[src/rtl/bphd_pkg.sv]
// ----------------------------------------------------------------------------
// bphd_pkg
// Shared constants for the band peak hold / decay block.
// ----------------------------------------------------------------------------
package bphd_pkg;

    localparam int BANDS       = 7;
    localparam int LVL_W       = 10;
    localparam int BAND_W      = 3;
    localparam int IDX_W       = $clog2(BANDS + 1);
    localparam int CFG_W       = 8;
    localparam int ELAPSED_W   = 8;

    // Decay: level * rolloff / 200 = ((level * rolloff) >> 3) / 25
    // and x / 25 = (x * 5243) >> 17, exact for x below 2^15.
    localparam int MUL_A_W     = 15;
    localparam int MUL_B_W     = 13;
    localparam int PROD_W      = MUL_A_W + MUL_B_W;
    localparam int PRE_SHIFT   = 3;
    localparam int DIV_SHIFT   = 17;
    localparam int QUO_W       = PROD_W - DIV_SHIFT;
    localparam logic [MUL_B_W-1:0] RECIP = 13'd5243;

    localparam logic [LVL_W-1:0]     LVL_MAX         = '1;
    localparam logic [CFG_W-1:0]     ROLLOFF_RST     = 8'd180;
    localparam logic [CFG_W-1:0]     PERIOD_RST      = 8'd5;
    localparam logic [ELAPSED_W-1:0] ELAPSED_MAX     = '1;

    // configuration register indexes
    localparam logic CFG_ROLLOFF = 1'b0;
    localparam logic CFG_PERIOD  = 1'b1;

    // item kinds
    localparam logic OP_SAMPLE = 1'b0;
    localparam logic OP_TICK   = 1'b1;

endpackage

[src/rtl/bphd_mul.sv]
// ----------------------------------------------------------------------------
// bphd_mul
// Shared unsigned multiplier with a registered product.
// ----------------------------------------------------------------------------
module bphd_mul (
    input  logic                         i_clk,
    input  logic                         i_en,
    input  logic [bphd_pkg::MUL_A_W-1:0] i_a,
    input  logic [bphd_pkg::MUL_B_W-1:0] i_b,
    output logic [bphd_pkg::PROD_W-1:0]  o_p
);

    logic [bphd_pkg::PROD_W-1:0] r_p;

    // product holds while i_en is low
    always_ff @(posedge i_clk) begin
        if (i_en) begin
            r_p <= bphd_pkg::PROD_W'(i_a) * bphd_pkg::PROD_W'(i_b);
        end
    end

    assign o_p = r_p;

endmodule

[src/rtl/band_peak_hold_decay_top.sv]
// ----------------------------------------------------------------------------
// band_peak_hold_decay_top
// Per-band running peak, shown level with decay, all-time maxima, and volume.
//
//  channel  dir  tdata (low bit up)                          tuser      tlast
//  s_*      in   band[3] amp_first[10] amp_second[10]        opcode[1]  -
//                vol_first[10] vol_second[10] pad[5]
//  m_*      out  band_index[3] level[10] peak_max[10] pad[1] is_volume  last
//  cfg      in   idx 0 rolloff, idx 1 collect_period, data[8]
//
// A sample item or a tick without collect leaves the block in S_IDLE, ready for the next item.
// A collecting tick walks BANDS+1 entries, each through S_MUL1, S_MUL2 and
// S_SETTLE on the one shared multiplier; S_SETTLE waits on any output stall.
// Input is not ready while a collect runs. Reset is synchronous, active low.
// ----------------------------------------------------------------------------
module band_peak_hold_decay_top (
    input  logic        i_clk,
    input  logic        i_rst_n,
    // band[2:0], amp_first[12:3], amp_second[22:13], vol_first[32:23],
    // vol_second[42:33], zero pad[47:43]
    input  logic [47:0] i_s_tdata,
    input  logic [0:0]  i_s_tuser,   // opcode[0]
    input  logic        i_s_tvalid,
    output logic        o_s_tready,
    // band_index[2:0], level[12:3], peak_max[22:13], zero pad[23]
    output logic [23:0] o_m_tdata,
    output logic [0:0]  o_m_tuser,   // is_volume[0]
    output logic        o_m_tlast,
    output logic        o_m_tvalid,
    input  logic        i_m_tready,
    input  logic        i_cfg_we,
    input  logic        i_cfg_idx,
    input  logic [7:0]  i_cfg_data
);

    localparam int BANDS = bphd_pkg::BANDS;
    localparam int LVL_W = bphd_pkg::LVL_W;
    localparam int IDX_W = bphd_pkg::IDX_W;

    typedef enum logic [3:0] {
        S_IDLE   = 4'b0001,
        S_MUL1   = 4'b0010,
        S_MUL2   = 4'b0100,
        S_SETTLE = 4'b1000
    } t_state;

    t_state r_state;

    logic [LVL_W-1:0] r_band_peak  [BANDS];
    logic [LVL_W-1:0] r_band_shown [BANDS];
    logic [LVL_W-1:0] r_band_max   [BANDS];
    logic [LVL_W-1:0] r_vol_peak;
    logic [LVL_W-1:0] r_vol_shown;
    logic [LVL_W-1:0] r_vol_max;
    logic [bphd_pkg::ELAPSED_W-1:0] r_elapsed;
    logic [bphd_pkg::CFG_W-1:0]     r_rolloff;
    logic [bphd_pkg::CFG_W-1:0]     r_period;
    logic [IDX_W-1:0]               r_idx;

    logic                            r_m_valid;
    logic [bphd_pkg::BAND_W-1:0]     r_m_band;
    logic [LVL_W-1:0]                r_m_level;
    logic [LVL_W-1:0]                r_m_max;
    logic                            r_m_vol;

    // input unpack
    logic                        s_op;
    logic [bphd_pkg::BAND_W-1:0] s_band;
    logic [LVL_W-1:0]            s_amp_a, s_amp_b, s_vol_a, s_vol_b;
    logic [LVL_W:0]              amp_sum, vol_sum;
    logic [LVL_W-1:0]            amp_avg, vol_avg;

    assign s_op    = i_s_tuser[0];
    assign s_band  = i_s_tdata[2:0];
    assign s_amp_a = i_s_tdata[12:3];
    assign s_amp_b = i_s_tdata[22:13];
    assign s_vol_a = i_s_tdata[32:23];
    assign s_vol_b = i_s_tdata[42:33];
    assign amp_sum = {1'b0, s_amp_a} + {1'b0, s_amp_b};
    assign vol_sum = {1'b0, s_vol_a} + {1'b0, s_vol_b};
    assign amp_avg = amp_sum[LVL_W:1];
    assign vol_avg = vol_sum[LVL_W:1];

    logic s_fire;
    assign o_s_tready = (r_state == S_IDLE);
    assign s_fire     = i_s_tvalid && o_s_tready;

    // tick counter
    logic [bphd_pkg::ELAPSED_W-1:0] n_elapsed;
    logic                           collect;
    always_comb begin
        n_elapsed = (r_elapsed == bphd_pkg::ELAPSED_MAX) ? r_elapsed
                  : r_elapsed + bphd_pkg::ELAPSED_W'(1);
        collect   = n_elapsed > r_period;
    end

    // current collect entry
    logic                        cur_vol;
    logic [bphd_pkg::BAND_W-1:0] cur_band;
    logic [LVL_W-1:0]            cur_peak, cur_shown, cur_max;
    assign cur_vol  = (r_idx == IDX_W'(BANDS));
    assign cur_band = r_idx[bphd_pkg::BAND_W-1:0];

    always_comb begin
        if (cur_vol) begin
            cur_peak  = r_vol_peak;
            cur_shown = r_vol_shown;
            cur_max   = r_vol_max;
        end else begin
            cur_peak  = r_band_peak[cur_band];
            cur_shown = r_band_shown[cur_band];
            cur_max   = r_band_max[cur_band];
        end
    end

    // shared multiplier
    logic [bphd_pkg::MUL_A_W-1:0] mul_a;
    logic [bphd_pkg::MUL_B_W-1:0] mul_b;
    logic [bphd_pkg::PROD_W-1:0]  mul_p;
    logic                         mul_en;

    assign mul_en = (r_state == S_MUL1) || (r_state == S_MUL2);

    always_comb begin
        if (r_state == S_MUL1) begin
            mul_a = bphd_pkg::MUL_A_W'(cur_shown);
            mul_b = bphd_pkg::MUL_B_W'(r_rolloff);
        end else begin
            mul_a = mul_p[bphd_pkg::PRE_SHIFT +: bphd_pkg::MUL_A_W];
            mul_b = bphd_pkg::RECIP;
        end
    end

    bphd_mul u_mul (
        .i_clk (i_clk),
        .i_en  (mul_en),
        .i_a   (mul_a),
        .i_b   (mul_b),
        .o_p   (mul_p)
    );

    // settle
    logic [bphd_pkg::QUO_W-1:0] quo;
    logic [LVL_W-1:0]           decayed, n_shown, n_max;
    logic                       out_free;
    logic                       m_load;

    always_comb begin
        quo     = mul_p[bphd_pkg::DIV_SHIFT +: bphd_pkg::QUO_W];
        decayed = (quo > bphd_pkg::QUO_W'(bphd_pkg::LVL_MAX)) ? bphd_pkg::LVL_MAX
                : quo[LVL_W-1:0];
        n_shown = (cur_peak > cur_shown) ? cur_peak : decayed;
        n_max   = (cur_peak > cur_max) ? cur_peak : cur_max;
    end

    assign out_free = !r_m_valid || i_m_tready;
    assign m_load   = (r_state == S_SETTLE) && out_free;

    always_ff @(posedge i_clk) begin
        if (!i_rst_n) begin
            r_state     <= S_IDLE;
            r_idx       <= '0;
            r_elapsed   <= '0;
            r_rolloff   <= bphd_pkg::ROLLOFF_RST;
            r_period    <= bphd_pkg::PERIOD_RST;
            r_m_valid   <= 1'b0;
            r_vol_peak  <= '0;
            r_vol_shown <= '0;
            r_vol_max   <= '0;
            for (int i = 0; i < BANDS; i++) begin
                r_band_peak[i]  <= '0;
                r_band_shown[i] <= '0;
                r_band_max[i]   <= '0;
            end
        end else begin
            if (i_cfg_we) begin
                unique case (i_cfg_idx)
                    bphd_pkg::CFG_ROLLOFF: r_rolloff <= i_cfg_data;
                    bphd_pkg::CFG_PERIOD:  r_period  <= i_cfg_data;
                    default: ;
                endcase
            end

            if (m_load) begin
                r_m_valid <= 1'b1;
            end else if (i_m_tready) begin
                r_m_valid <= 1'b0;
            end

            unique case (r_state)
                S_IDLE: begin
                    if (s_fire) begin
                        if (s_op == bphd_pkg::OP_SAMPLE) begin
                            if (vol_avg > r_vol_peak) begin
                                r_vol_peak <= vol_avg;
                            end
                            if ((32'(s_band) < BANDS) && (amp_avg > r_band_peak[s_band])) begin
                                r_band_peak[s_band] <= amp_avg;
                            end
                        end else if (collect) begin
                            r_elapsed <= '0;
                            r_idx     <= '0;
                            r_state   <= S_MUL1;
                        end else begin
                            r_elapsed <= n_elapsed;
                        end
                    end
                end
                S_MUL1: begin
                    r_state <= S_MUL2;
                end
                S_MUL2: begin
                    r_state <= S_SETTLE;
                end
                S_SETTLE: begin
                    if (out_free) begin
                        r_m_level <= n_shown;
                        r_m_max   <= n_max;
                        r_m_vol   <= cur_vol;
                        if (cur_vol) begin
                            r_m_band    <= '0;
                            r_vol_shown <= n_shown;
                            r_vol_max   <= n_max;
                            r_vol_peak  <= '0;
                            r_state     <= S_IDLE;
                        end else begin
                            r_m_band               <= cur_band;
                            r_band_shown[cur_band] <= n_shown;
                            r_band_max[cur_band]   <= n_max;
                            r_band_peak[cur_band]  <= '0;
                            r_idx                  <= r_idx + IDX_W'(1);
                            r_state                <= S_MUL1;
                        end
                    end
                end
                default: begin
                    r_state <= S_IDLE;
                end
            endcase
        end
    end

    assign o_m_tvalid = r_m_valid;
    assign o_m_tdata  = {1'b0, r_m_max, r_m_level, r_m_band};
    assign o_m_tuser  = r_m_vol;
    assign o_m_tlast  = r_m_vol;

endmodule
[config.mk]
export PLATFORM = sky130hd
export DESIGN_NAME = band_peak_hold_decay_top
export DESIGN_NICKNAME = d
export VERILOG_FILES = /design/src/rtl/bphd_pkg.sv /design/src/rtl/bphd_mul.sv /design/src/rtl/band_peak_hold_decay_top.sv
export SDC_FILE = /design/constraint.sdc
export NUM_CORES = 1
export LEC_CHECK = 0
export ABC_CLOCK_PERIOD_IN_PS = 9000
export BUFFER_PORTS_ARGS = -buffer_cell sky130_fd_sc_hd__buf_2
export CAP_MARGIN = 20
export CORE_ASPECT_RATIO = 0.7
export CORE_MARGIN = 2
export CORE_UTILIZATION = 63
export DETAILED_ROUTE_END_ITERATION = 16
export PLACE_DENSITY = 0.85
export SLEW_MARGIN = 20
export SYNTH_ARGS = -nofsm -noshare
export SYNTH_HDL_FRONTEND = slang
export SYNTH_SLANG_ARGS = --single-unit
[constraint.sdc]
create_clock -name i_clk -period 9 [get_ports i_clk]
set_input_delay 1.8 -clock i_clk [delete_from_list [all_inputs] [get_ports i_clk]]
set_output_delay 1.8 -clock i_clk [all_outputs]
set_load 0.005 [all_outputs]
After elaboration in Yosys (flattened, before gate mapping)
Memory sizes are Yosys's and may differ from the RTL's. A register that Yosys moved wholly into a read port is not among the register bits.
Index checks and enable logic that the tools add are counted.
- bits in registers: 114
- latch bits: 0
- memory bits (writable): 210
- bits in read-only memories: 0
- input bits: 63
- logic and storage cells: 124
- memories kept: 3
- add/sub/neg operators: 4
- multipliers: 1
- div/mod/pow operators: 0
- $lt $le $gt $ge: 7
- eq/ne operators: 14
- shift operators: 0
- mux-type cells: 60
- bitwise gates (word level): 1
- reduce and logical (&&, ||, !) cells: 20
- memory list (name ; depth ; width ; rd ports ; clocked after memory_dff ; wr ports ; line ; RTL):
    r_band_max ; 7 ; 10 ; 1 ; 1 ; 7 ; band_peak_hold_decay_top.sv:51 ; logic [LVL_W-1:0] r_band_max [BANDS];
    r_band_peak ; 7 ; 10 ; 2 ; 1 ; 7 ; band_peak_hold_decay_top.sv:49 ; logic [LVL_W-1:0] r_band_peak [BANDS];
    r_band_shown ; 7 ; 10 ; 1 ; 1 ; 7 ; band_peak_hold_decay_top.sv:50 ; logic [LVL_W-1:0] r_band_shown [BANDS];
- operators by type and width (kind ; number):
    10-bit two-way mux ; 15
    3-bit two-way mux ; 15
    10-bit greater-than comparator ; 4
    10-bit OR reduction ; 4
    15-bit by 13-bit multiplier with 28-bit output ; 1
    10-bit by 10-bit adder with 11-bit output ; 2
    10-bit case mux with 2 select lines ; 1
    1-bit two-way mux ; 18
    4-bit two-way mux ; 4
    8-bit two-way mux ; 2
    4-bit case mux with 4 select lines ; 1
    15-bit two-way mux ; 1
    13-bit two-way mux ; 1
    6-bit AND reduction ; 2
    11-bit by 10-bit greater-than comparator with 1-bit output, second input constant ; 1
    2-bit inequality test, second input constant ; 5
    3-bit AND reduction ; 3
    8-bit by 1-bit adder with 8-bit output, second input constant ; 1
    8-bit == test, second input constant ; 1
    8-bit greater-than comparator ; 1
    2-bit by 1-bit inequality test with 1-bit output, second input constant ; 3
    3-bit case mux with 2 select lines ; 1
    4-bit by 1-bit == test with 1-bit output, second input constant ; 1
    4-bit by 2-bit == test with 1-bit output, second input constant ; 1
    other kinds (13) ; 18

Logic depth before layout (Yosys ltp)
- word-level depth: 12
- gate-level depth with buffers: 27

Hierarchy
From an unflattened synthesis, not the netlist that was laid out.
- cells, all modules: 2298
- area, all modules: 24364.6 um2
- modules (own cells, without submodules) (module ; instances ; cells an instance ; area an instance (um2)):
    band_peak_hold_decay_top ; 1 ; 1491 ; 17037.6
    bphd_mul ; 1 ; 807 ; 7327.0

Worst setup path after synthesis
Ideal clock, no wire load.
- kind: input to register
- start point: input port i_s_tdata[0]
- end point: memory r_band_max[7][0], enable pin
- arrival: 6.459 ns
- required time: 8.578 ns
- path slack: 2.119 ns
- stages: 11
- cell sequence: clkbuf_1 -> buf_1 -> mux4_2 -> mux2i_1 -> ha_1 -> a211oi_1 -> nand2_1 -> o21ai_0 -> a211oi_2 -> or2_2 -> nor3_1
- RTL lines (element ; line ; RTL):
    start, declared ; band_peak_hold_decay_top.sv:21 ; input logic [47:0] i_s_tdata,
    end, declared ; band_peak_hold_decay_top.sv:51 ;

==> results by group <==
Power and ir drop
  • Max IR drop VDD: 0.144 mV
  • Clk pwr share: 37.9%
  • Sw frac: 26.9%
  • Leakage power: 0.0108 uW
  • Internal power: 2830 uW
  • Combinational share of power: 14.9%
  • Flop pwr share: 47.2%
  • PwrDens: 153 nW/um2
  • Sw Pwr: 1040 uW

Hold path
  • Hold path cells: 2
  • Hold Path Class: flop to flop
  • Hold path endpoint: r_vol_shown[3]
  • Worst Min Path Start: r_vol_shown[3]

Global route
  • Total GRT Usage: 31.9%
  • First-pass GRT wire length: 94,200 um
  • GRT overflow: 0
  • Initial antenna violation count: 1
  • Largest net degree at the start of global routing: 67
  • Vias in the first global route: 17,300

Route
  • Wirelength per Cell: 22.0 um
  • DRC Markers: 0
  • Detail Route Antenna Nets: 0
  • Final wirelength: 59,900 um
  • DRT iter0 DRCs: 1,841
  • Via Count: 17,400
  • DR vias/cell: 6.42
  • DRT Pass-1 Iters: 6

Yosys
  • Synth Flop Type: edfxtp_1
  • Post-synth EDFFs: 259
  • Synthesized cell area: 23,300 um2
  • Mean post-synth cell area: 10.8 um2
  • Number of synthesis warnings: 0
  • Yosys top cell by area: edfxtp_1
  • Register bit total from synthesis: 354
  • Post-synthesis sequential area ratio: 41.6%
  • Top cells by area, synth: edfxtp_1 33%, ha_1 8.9%, fa_1 8.7%, dfxtp_1 8.2%, mux4_2 7.7%
  • Async S/R FF share, synth: 0%
  • Share of the synthesized area in the top cell type: 33.4%
  • Mapped Cells: 2,154
  • Synth unique cells: 73

Timing
  • Unrepaired setup endpoints after global routing: false
  • Setup-failing EPs final: 0
  • Crit path time final: 7860 ps
  • Final Slew Violations: 0
  • Final Hold Vio Count: 0
  • Worst slew pin tran: 1130 ps
  • Fin Clk Skew: 20.6 ps
  • Slew Limit Headroom: 24.7%
  • Crit share post-route: 87.3%
  • Fmax: 0.127 GHz
  • Setup tns final: 0 ps

Clock tree
  • H-tree lvl count: 2
  • Worst-Skew Late Latency: 550 ps
  • CTS clk-pin slew, worst paths: 60 ps
  • Resize count post-CTS: 0
  • Max clock buf depth: 3
  • CTS Sinks: 354
  • Hold_buf cts: 0
  • TritonCTS Buffers: 36
  • Setup bufs post-CTS: 0
  • Root Driver: clkbuf_16
  • CTS tree: done

Layout
  • Area Overhead vs Synth: 8.70%
  • Multi-input gate area: 12,300 um2
  • Finished Layout Cells: 2,719
  • FF/Latch Area: 9690 um2
  • Ant. Diodes: 0
  • Layout cells sized above 1: 14.3%
  • Layout Nets: 2,541
  • Number of fill cells in the layout: 2,513

Setup path
  • Crit path kind: flop to flop
  • FF-to-FF path depth: 22
  • Setup crit end kind: flop
  • R2r setup slk: 1140 ps
  • CP startpoint kind: flop
  • Critical Path AT: 8160 ps
  • Crit-path max FO: 22
  • CP required: 9300 ps
  • R2R Path End: u_mul.o_p[19]

Die
  • Die W: 234 um
  • Height of the die: 165 um
  • CORE AREA: 36,100 um2
  • Starting Density: 64.5%
  • I/O pins: 91
  • Num rows: 58
  • Die area: 38,600 um2

Placement
  • IO Port Bufs: 84
  • Detailed Place HPWL: 42,000 um
  • Global placement routability congestion: 0.949
  • Placed instance count: 2,651

Run
  • Max cap viols: 0

Run status
  • Outcome: finished, final reports clean
==> layer usage <==
| metal | vias to the layer above | GRT usage (%) | routed length, um |
|---|---|---|---|
| li1 | 7672 | - | - |
| met4 | 2 | 8.60 | 1450 |
| met2 | 1120 | 49.7 | 27400 |
| met1 | 8522 | 44.5 | 23600 |
| met3 | 131 | 8.55 | 7480 |
| met5 | - | 0 | 11 |
==> cells in the final DEF, fill, tap and decap left out, types with 5 or more instances in the layout <==
cell type,count
or2_2,20
ha_1,165
and3_1,12
nor2_1,214
xnor2_1,23
xor2_1,16
clkinv_1,5
a21o_1,21
a31oi_1,13
a21oi_1,93
mux4_2,80
nand2_1,171
nor3_1,70
nand4_1,14
buf_4,29
o21ai_0,75
dfxtp_1,92
and2_1,42
a211o_1,5
o21a_1,17
nor2b_1,15
mux2i_1,65
edfxtp_1,259
mux2_2,27
or3_1,11
o31a_1,7
fa_1,101
o211ai_1,11
buf_2,84
nand3_1,38
conb_1,11
inv_1,261
nand2b_1,11
a211oi_1,11
clkbuf_8,5
clkbuf_16,37
clkbuf_1,11
o21bai_1,5
a41oi_1,6
==> worst max-delay path by stage <==
stage                  from               end  slack [ps]  depth (start not counted)
2_1_floorplan  i_s_tdata[0]  r_band_max[7][0]        2120                         11
3_3_place_gp           flop     u_mul.o_p[22]        1410                         21
3_5_place_dp           flop     u_mul.o_p[22]        1310                         21
4_1_cts                flop     u_mul.o_p[24]        1190                         21
5_1_grt                flop     u_mul.o_p[24]         820                         21
6_report               flop     u_mul.o_p[19]        1140                         22
==> cell usage after synthesis (6+ instances only) <==
cell type	n
a211oi_1	11
o21ai_0	83
or2_2	20
nand4_1	14
buf_2	14
a31oi_1	13
and2_1	42
nand2b_1	11
nor2_1	214
xnor2_1	23
mux2i_1	65
mux2_2	27
a21oi_1	95
o21a_1	17
fa_1	101
or3_1	11
o211ai_1	11
edfxtp_1	259
nor2b_1	15
nand2_1	173
ha_1	166
inv_1	261
nor3_1	73
buf_4	11
o31a_1	7
a41oi_1	6
buf_1	8
nand3_1	38
clkbuf_1	69
dfxtp_1	95
mux4_2	80
xor2_1	16
and3_1	13
a21o_1	21
==> sequential cells by signal, summed over array words and instances, names as in the netlist, named ones only <==
| name | flops |
|---|---|
| r_band_max | 80 |
| r_band_peak | 80 |
| r_band_shown | 80 |
| u_mul.o_p | 25 |
| r_m_level | 10 |
| r_m_max | 10 |
| r_vol_max | 10 |
| r_vol_peak | 10 |
| r_vol_shown | 10 |
| r_elapsed | 8 |
| r_period | 8 |
| r_rolloff | 8 |
| r_state | 4 |
| cur_band | 3 |
| r_m_band | 3 |
| o_m_tlast | 1 |
| o_m_tvalid | 1 |
==> per-stage QoR <==
stage / hold slack, ps / util, % / power (uW) / cell area (um2) / worst slack (ps)
floorplan: 424 / - / 2250 / 23300 / 2120
CTS: 457 / 69.9 / 3860 / 25300 / 1190
finish: 456 / 70.1 / 3870 / 25300 / 1140
global placement: 433 / 66.8 / 2380 / 24100 / 1410
detailed placement: 443 / 66.8 / 2410 / 24100 / 1310
global route: 470 / 70.1 / 3990 / 25300 / 824
==> final cells by class <==
type | count | area share, %
repair buffers | 114 | 2.58
multi-input cells | 1443 | 48.4
well taps | 480 | 2.37
clock buffers | 53 | 4.09
inverters | 262 | 3.90
clock inverters | 13 | 0.395
flip-flops and latches | 354 | 38.3
==> worst max-delay path, cell delays in order, from the launching register on <==
cell       delay [ps]
dfxtp_4           620
buf_4             500
mux4_2            560
mux2_2            280
mux2i_1           250
nor2_1            170
nor2_1            330
nor2_1            110
fa_1              490
inv_1              50
fa_1              380
fa_1              520
fa_1              510
fa_1              550
inv_1              70
ha_1              320
a21oi_1           150
o21ai_0           110
buf_4             170
o2111ai_1         460
a21boi_0          280
o21a_1            290
o311ai_0          390
==> power groups by stage <==
stage | clock [uW] | sequential, uW | combinational, uW
2_1_floorplan | 0 | 1850 | 404
3_3_place_gp | 0 | 1860 | 522
3_5_place_dp | 0 | 1860 | 547
4_1_cts | 1470 | 1830 | 559
5_1_grt | 1540 | 1830 | 627
6_report | 1470 | 1830 | 575
==> kinds of logic (layout without fill, tap and decap cells) <==
| family | count (synthesis) | count (layout) | share of synthesized area, % |
|---|---|---|---|
| AOI/OAI and AO/OA | 311 | 311 | 8.42 |
| xor gates and xnor gates | 39 | 39 | 1.47 |
| adders and majority gates | 267 | 267 | 17.6 |
| buffers and inverters | 366 | 442 | 6.24 |
| DFF | 354 | 354 | 41.6 |
| muxes | 172 | 172 | 11.8 |
| other | 2 | 11 | 0.0322 |
| and+or+nand+nor | 643 | 643 | 12.9 |
Power figures use the tool's default switching activity.
